### src/ges_pkg.sv
// Package for the Gaussian elimination solver.
// Holds the default sizes, the controller state type, the command and
// status structs, and the saturating fixed-point helpers.
package ges_pkg;

	localparam int MAX_UNKNOWNS_DEF  = 8;
	localparam int FRACTION_BITS_DEF = 16;
	localparam int DATA_W            = 32;
	localparam int CFG_W             = 4;
	localparam int IDX_W             = 3;
	localparam int SIZE_RESET        = 8;

	typedef enum logic [3:0] {
		ST_LOAD,
		ST_PIV,
		ST_CHK,
		ST_DIV,
		ST_RD,
		ST_MUL,
		ST_RND,
		ST_WR,
		ST_EMIT
	} state_t;

	typedef enum logic [1:0] {
		FAC_HOLD,
		FAC_ZERO,
		FAC_DIV
	} fac_op_t;

	typedef struct packed {
		logic    rd;
		logic    we;
		logic    wsel_load;
		fac_op_t fac_op;
		logic    sol_we;
		logic    div_start;
		logic    out_load;
		logic    out_last;
	} dp_cmd_t;

	typedef struct packed {
		logic piv_zero;
		logic div_done;
	} dp_stat_t;

	function automatic logic [DATA_W-1:0] mag32(input logic signed [DATA_W-1:0] a);
		mag32 = a[DATA_W-1] ? DATA_W'(-a) : DATA_W'(a);
	endfunction

	function automatic logic signed [DATA_W-1:0] sat_mag(input logic neg,
			input logic [63:0] mag);
		logic [63:0] lim;
		lim = 64'(1) << (DATA_W - 1);
		if (neg) begin
			if (mag >= lim)
				sat_mag = {1'b1, {(DATA_W-1){1'b0}}};
			else
				sat_mag = DATA_W'(-mag);
		end else begin
			if (mag > lim - 64'd1)
				sat_mag = {1'b0, {(DATA_W-1){1'b1}}};
			else
				sat_mag = DATA_W'(mag);
		end
	endfunction

	function automatic logic signed [DATA_W-1:0] sub_sat(input logic signed [DATA_W-1:0] a,
			input logic signed [DATA_W-1:0] b);
		logic [DATA_W:0] d;
		d = {a[DATA_W-1], a} - {b[DATA_W-1], b};
		if (d[DATA_W] != d[DATA_W-1])
			sub_sat = d[DATA_W] ? {1'b1, {(DATA_W-1){1'b0}}} : {1'b0, {(DATA_W-1){1'b1}}};
		else
			sub_sat = d[DATA_W-1:0];
	endfunction

endpackage

### src/ges_ctrl.sv
// Controller: load counter, loop counters and sequencing of elimination,
// back substitution and result emission. Depends on ges_pkg.
module ges_ctrl import ges_pkg::*; #(
	parameter int MAX_UNKNOWNS = MAX_UNKNOWNS_DEF,
	parameter int AW           = $clog2(MAX_UNKNOWNS * (MAX_UNKNOWNS + 1)),
	parameter int SW           = $clog2(MAX_UNKNOWNS)
) (
	input  logic              clk,
	input  logic              arst_n,
	input  logic              in_valid,
	output logic              in_stall,
	input  logic              out_stall,
	output logic              out_valid,
	input  logic              cfg_valid,
	output logic              cfg_ready,
	input  logic [CFG_W-1:0]  size_in_use,
	output dp_cmd_t           cmd,
	input  dp_stat_t          stat,
	output logic [AW-1:0]     addr_a,
	output logic [AW-1:0]     addr_b,
	output logic [AW-1:0]     waddr,
	output logic [SW-1:0]     sol_widx,
	output logic [SW-1:0]     out_ridx,
	output logic [IDX_W-1:0]  out_index
);

	localparam int IW = $clog2(MAX_UNKNOWNS + 1);

	state_t           state_q, state_d;
	logic [CFG_W-1:0] size_q;
	logic [AW-1:0]    load_cnt_q, last_idx;
	logic [IW-1:0]    i_q, j_q, k_q, e_q, n, n_m1;
	logic [IW:0]      w;
	logic             phase_q, out_valid_q;
	logic             in_acc, cfg_acc, load_done, out_free;
	logic             k_end, j_end, i_more, bj_end, fac_set, fac_end, e_last;

	function automatic logic [AW-1:0] addr_of(input logic [IW-1:0] r, input logic [IW-1:0] c,
			input logic [IW:0] wv);
		addr_of = AW'(32'(r) * 32'(wv) + 32'(c));
	endfunction

	always_comb begin
		if (size_q == '0)
			n = IW'(1);
		else if (int'(size_q) > MAX_UNKNOWNS)
			n = IW'(MAX_UNKNOWNS);
		else
			n = IW'(size_q);
		n_m1     = n - IW'(1);
		w        = (IW+1)'(n) + (IW+1)'(1);
		last_idx = AW'(32'(n) * 32'(w) - 32'd1);
	end

	assign in_acc    = in_valid && !in_stall;
	assign cfg_acc   = cfg_valid && cfg_ready;
	assign load_done = in_acc && load_cnt_q == last_idx;
	assign out_free  = !out_valid_q || !out_stall;
	assign k_end     = k_q == n;
	assign j_end     = j_q == n_m1;
	assign i_more    = (IW+1)'(i_q) + (IW+1)'(2) < (IW+1)'(n);
	assign bj_end    = (IW+1)'(j_q) + (IW+1)'(1) == (IW+1)'(i_q);
	assign fac_set   = (state_q == ST_CHK && stat.piv_zero) ||
	                   (state_q == ST_DIV && stat.div_done);
	assign fac_end   = phase_q && i_q == '0;
	assign e_last    = e_q == n_m1;

	always_comb begin
		state_d = state_q;
		unique case (state_q)
			ST_LOAD: begin
				if (load_done && !cfg_acc)
					state_d = ST_PIV;
			end
			ST_PIV: state_d = ST_CHK;
			ST_CHK: begin
				if (!stat.piv_zero)
					state_d = ST_DIV;
				else
					state_d = fac_end ? ST_EMIT : ST_RD;
			end
			ST_DIV: begin
				if (stat.div_done)
					state_d = fac_end ? ST_EMIT : ST_RD;
			end
			ST_RD:  state_d = ST_MUL;
			ST_MUL: state_d = ST_RND;
			ST_RND: state_d = ST_WR;
			ST_WR: begin
				if (!phase_q)
					state_d = k_end ? ST_PIV : ST_RD;
				else
					state_d = bj_end ? ST_PIV : ST_RD;
			end
			ST_EMIT: begin
				if (out_free && e_last)
					state_d = ST_LOAD;
			end
			default: state_d = ST_LOAD;
		endcase
	end

	always_comb begin
		cmd       = '0;
		cmd.fac_op = FAC_HOLD;
		addr_a    = addr_of(i_q, i_q, w);
		addr_b    = phase_q ? addr_of(i_q, n, w) : addr_of(j_q, i_q, w);
		if (state_q == ST_RD || state_q == ST_MUL || state_q == ST_RND || state_q == ST_WR) begin
			addr_a = phase_q ? addr_of(j_q, i_q, w) : addr_of(i_q, k_q, w);
			addr_b = phase_q ? addr_of(j_q, n, w) : addr_of(j_q, k_q, w);
		end
		waddr = (state_q == ST_LOAD) ? load_cnt_q : addr_b;
		unique case (state_q)
			ST_LOAD: begin
				cmd.we        = in_acc;
				cmd.wsel_load = 1'b1;
			end
			ST_PIV: cmd.rd = 1'b1;
			ST_CHK: begin
				cmd.div_start = !stat.piv_zero;
				cmd.fac_op    = stat.piv_zero ? FAC_ZERO : FAC_HOLD;
				cmd.sol_we    = stat.piv_zero && phase_q;
			end
			ST_DIV: begin
				cmd.fac_op = stat.div_done ? FAC_DIV : FAC_HOLD;
				cmd.sol_we = stat.div_done && phase_q;
			end
			ST_RD: cmd.rd = 1'b1;
			ST_MUL, ST_RND: ;
			ST_WR: cmd.we = 1'b1;
			ST_EMIT: begin
				cmd.out_load = out_free;
				cmd.out_last = e_last;
			end
			default: ;
		endcase
	end

	assign sol_widx  = i_q[SW-1:0];
	assign out_ridx  = e_q[SW-1:0];
	assign out_index = IDX_W'(e_q);
	// a pending size write takes the cycle; the coefficient waits
	assign in_stall  = state_q != ST_LOAD || cfg_valid;
	assign cfg_ready = state_q == ST_LOAD;
	assign out_valid = out_valid_q;

	always_ff @(posedge clk or negedge arst_n) begin
		if (!arst_n) begin
			state_q     <= ST_LOAD;
			size_q      <= CFG_W'(SIZE_RESET);
			load_cnt_q  <= '0;
			phase_q     <= 1'b0;
			i_q         <= '0;
			j_q         <= '0;
			k_q         <= '0;
			e_q         <= '0;
			out_valid_q <= 1'b0;
		end else begin
			state_q <= state_d;
			if (cmd.out_load)
				out_valid_q <= 1'b1;
			else if (!out_stall)
				out_valid_q <= 1'b0;

			if (cfg_acc) begin
				size_q     <= size_in_use;
				load_cnt_q <= '0;
			end else if (in_acc) begin
				if (load_done) begin
					load_cnt_q <= '0;
					if (n == IW'(1)) begin
						phase_q <= 1'b1;
						i_q     <= '0;
					end else begin
						phase_q <= 1'b0;
						i_q     <= '0;
						j_q     <= IW'(1);
					end
				end else begin
					load_cnt_q <= load_cnt_q + AW'(1);
				end
			end

			if (fac_set) begin
				k_q <= '0;
				j_q <= phase_q ? '0 : j_q;
				e_q <= '0;
			end

			if (state_q == ST_WR) begin
				if (!phase_q) begin
					if (!k_end) begin
						k_q <= k_q + IW'(1);
					end else if (!j_end) begin
						j_q <= j_q + IW'(1);
					end else if (i_more) begin
						i_q <= i_q + IW'(1);
						j_q <= i_q + IW'(2);
					end else begin
						phase_q <= 1'b1;
						i_q     <= n_m1;
					end
				end else begin
					if (!bj_end)
						j_q <= j_q + IW'(1);
					else
						i_q <= i_q - IW'(1);
				end
			end

			if (cmd.out_load && !e_last)
				e_q <= e_q + IW'(1);
		end
	end

endmodule

### config.mk
export PLATFORM = sky130hd
export DESIGN_NAME = ges_ctrl
export DESIGN_NICKNAME = d
export VERILOG_FILES = /design/src/ges_pkg.sv /design/src/ges_ctrl.sv
export SDC_FILE = /design/constraint.sdc
export NUM_CORES = 1
export LEC_CHECK = 0
export BUFFER_PORTS_ARGS = -buffer_cell sky130_fd_sc_hd__buf_2
export CORE_MARGIN = 2
export CORE_UTILIZATION = 52
export CTS_BUF_LIST = sky130_fd_sc_hd__clkbuf_4 sky130_fd_sc_hd__clkbuf_8
export DETAILED_ROUTE_END_ITERATION = 8
export GPL_TIMING_DRIVEN = 0
export PLACE_DENSITY = 0.78
export SYNTH_ARGS = -nofsm -noshare
export SYNTH_HDL_FRONTEND = slang
export SYNTH_SLANG_ARGS = --single-unit
### constraint.sdc
create_clock -name clk -period 8.8 [get_ports clk]
set_input_delay 1.76 -clock clk [delete_from_list [all_inputs] [get_ports clk]]
set_output_delay 1.76 -clock clk [all_outputs]
set_load 0.05 [all_outputs]
==> load_flow_metrics.sql <==
INSERT INTO impl_metrics (metric_group, metric, value, unit) VALUES
('outcome', 'result_of_the_run', 'complete, no violations', ''),
('critical_path', 'worst_path_largest_cell_delay', '0.75', 'ns'),
('clock_network', 'clock_latency', '0.30', 'ns'),
('drt', 'first_pass_iters', '5', ''),
('clock_network', 'post_cts_buffers', '0', ''),
('placed_design', 'placedInstanceArea', '5660', 'um^2'),
('drt', 'initialDrtViolationCount', '462', ''),
('cells_and_area', 'n_fill_cell', '899', ''),
('floorplanning', 'core_box_area', '9730', 'um^2'),
('cells_and_area', 'antenna_cells', '0', ''),
('cells_and_area', 'final_cell_area', '5790', 'um^2'),
('worst_hold_path', 'timing.hold.worst.class', 'reg -> reg', ''),
('clock_network', 'numCtsBuffers', '5', ''),
('floorplanning', 'initial_utilization', '0.536', ''),
('yosys', 'netlist_area', '5210', 'um^2'),
('floorplanning', 'die_ht', '104', 'um'),
('clock_network', 'clock_tree_from_tritoncts', 'done', ''),
('placed_design', 'dpl_hpwl', '11900', 'um'),
('placed_design', 'number_of_buffer_cells_added_on_primary_ports', '52', ''),
('sta', 'fin_crit_sh', '0.963', ''),
('cells_and_area', 'final_common_cell', 'nand2_1', ''),
('yosys', 'synth-main-ff-cell', 'dfrtp_1', ''),
('cells_and_area', 'layout-area-overhead-vs-synth', '11.1', '%'),
('clock_network', 'clkTransAtPathRegs', '0.08', 'ns'),
('worst_hold_path', 'hp-start', 'e_q[3]', ''),
('critical_path', 'worstReg2RegStart', 'size_q[3]', ''),
('drt', 'routed_wire_length_per_instance', '17.8', 'um'),
('cells_and_area', 'fin_util', '0.595', ''),
('critical_path', 'worst_setup_path_start_kind', 'flip-flop', ''),
('yosys', 'synthesis.instances', '641', ''),
('grt', 'grt_first_pass_wirelength', '24100', 'um'),
('critical_path', 'data_required_time_of_the_critical_path', '7.04', 'ns'),
('clock_network', 'max-clock-path-buffers', '2', ''),
('sta', 'finalSetupViolCount', '0', ''),
('clock_network', 'clock_sinks', '33', ''),
('sta', 'totalNegativeSetupSlack', '0', 'ns'),
('clock_network', 'h-tree-depth', '2', ''),
('sta', 'fmax', '118', 'MHz'),
('drt', 'per_cell_via_count_in_the_routed_design', '5.97', ''),
('drt', 'via_count', '5005', ''),
('clock_network', 'hold_buffers', '0', ''),
('drt', 'route.detailed.drc', '0', ''),
('grt', 'global_route.usage.total', '0.275', ''),
('critical_path', 'timing.reg2reg.worst_path_depth', '19', ''),
('grt', 'pin_count_of_the_biggest_net_entering_global_routing', '34', ''),
('grt', 'grt_antenna_before_repair', '0', ''),
('critical_path', 'crit_chain', 'clkbuf_1 -> nor2b_1 -> inv_1 -> ha_1 -> clkbuf_1 -> nand2_1 -> fa_1 -> fa_1 -> fa_1 -> inv_1 -> ha_1 -> a21oi_1 -> nor4_1 -> or3_1 -> and3_1 -> a211o_1 -> a31oi_1 -> buf_2', ''),
('cells_and_area', 'drive_above_1_share', '0.160', ''),
('critical_path', 'worst_ep_arrival_time', '6.72', 'ns'),
('critical_path', 'crit_fanout', '10', ''),
('placed_design', 'place_congestion', '0.939', ''),
('floorplanning', 'num_ports', '53', ''),
('sta', 'timing.max_slew.rel_slack', '0.350', ''),
('drt', 'postRouteWirelength', '14900', 'um'),
('yosys', 'synth_enable_flop_cells', '0', ''),
('sta', 'hold_fails_final_rpt', '0', ''),
('cells_and_area', 'final_non_filler_cell_total', '839', ''),
('cells_and_area', 'finalNetCount', '798', ''),
('critical_path', 'worstSetupPathType', 'reg -> out', ''),
('placed_design', 'placed_cells', '831', ''),
('sta', 'final.min_clock_period', '8.48', 'ns'),
('yosys', 'synthDistinctLibCells', '77', ''),
('floorplanning', 'die_x', '104', 'um'),
('clock_network', 'post_cts_resize_count', '0', ''),
('worst_hold_path', 'min_to', 'e_q[3]', ''),
('critical_path', 'worst_path_most_repeated_cell', 'fa_1', ''),
('grt', 'grt_pass1_vias', '4954', ''),
('clock_network', 'cts.root.buffer_cell', 'clkbuf_8', ''),
('floorplanning', 'std_cell_rows', '36', ''),
('sta', 'worst_pin_slew', '0.967', 'ns'),
('critical_path', 'slowest_stage', 'nor2b_1', '');
critical path, delay by kind of cell (launching register included):
kind | cells | cell delay, ns
buffers and inverters | 5 | 1.31
AND/OR/NAND/NOR | 5 | 1.51
AO/OA/AOI/OAI | 3 | 0.78
flip-flops | 1 | 0.41
adder cells (fa/ha/maj) | 5 | 2.39
worst max path at each step:
stage / start / endpoint / slack [ns] / cells past startpoint
after global placement: size_q[3] / waddr[6] / 0.81 / 18
after CTS: size_q[3] / waddr[6] / 0.40 / 18
after detailed placement: size_q[3] / waddr[6] / 0.72 / 18
after floorplan: size_q[3] / waddr[6] / 1.41 / 17
after global routing: size_q[3] / waddr[6] / 0.11 / 18
final: size_q[3] / waddr[6] / 0.32 / 18
registers in the layout, indices dropped and copies added, names as in the netlist:
| register | cells |
|---|---|
| size_q | 4 |
| i_q | 4 |
| load_cnt_q | 7 |
| state_q | 4 |
| j_q | 4 |
| e_q | 4 |
| k_q | 4 |
| out_valid | 1 |
| phase_q | 1 |
cells in the mapped netlist, types with 14 or more instances:
master / instances / area, um^2
dfrtp_1: 32 / 801
fa_1: 23 / 460
o21ai_0: 33 / 165
clkbuf_1: 15 / 56.3
nor2b_1: 14 / 87.6
nand3_1: 22 / 110
ha_1: 59 / 738
nor2_1: 39 / 146
nand2_1: 63 / 236
a21oi_1: 42 / 210
inv_1: 52 / 195
xnor2_1: 37 / 324
xor2_1: 20 / 175
final cells by class:
type                            count  area [um^2]  share of cell area
Buffer                             36          195              0.0337
Clock buffer                        5         68.8              0.0119
Clock inverter                      3         65.1              0.0112
Inverter                           57          219              0.0378
Multi-Input combinational cell    520         3990               0.689
Sequential cell                    33          827               0.143
Tap cell                          133          166              0.0287
Timing Repair Buffer               52          260              0.0449
routing by layer:
metal | share of wire | vias to the layer above | track usage
li1 | - | 2335 | -
met1 | 0.41 | 2414 | 0.338
met2 | 0.50 | 199 | 0.495
met3 | 0.053 | 57 | 0.0288
met4 | 0.037 | 0 | 0.105
met5 | 0 | - | 0
per-stage QoR:
step	setup WS [ns]	hold WS, ns
after global routing	0.113	0.576
after CTS	0.396	0.549
after floorplan	1.41	0.494
final	0.323	0.550
after detailed placement	0.719	0.534
after global placement	0.808	0.510
cells by family after synthesis:
group | Yosys count | synth area share
simple gates | 209 | 0.208
compound gates | 147 | 0.180
buf+inv | 93 | 0.0795
fa+ha+maj | 82 | 0.230
xor+xnor | 60 | 0.109
flops | 33 | 0.159
mux | 16 | 0.0339
other cells | 1 | 0.000720
Power is left out: the tool's default activity adds up to more than one toggle a clock period on the data nets, which glitch-free logic cannot reach.
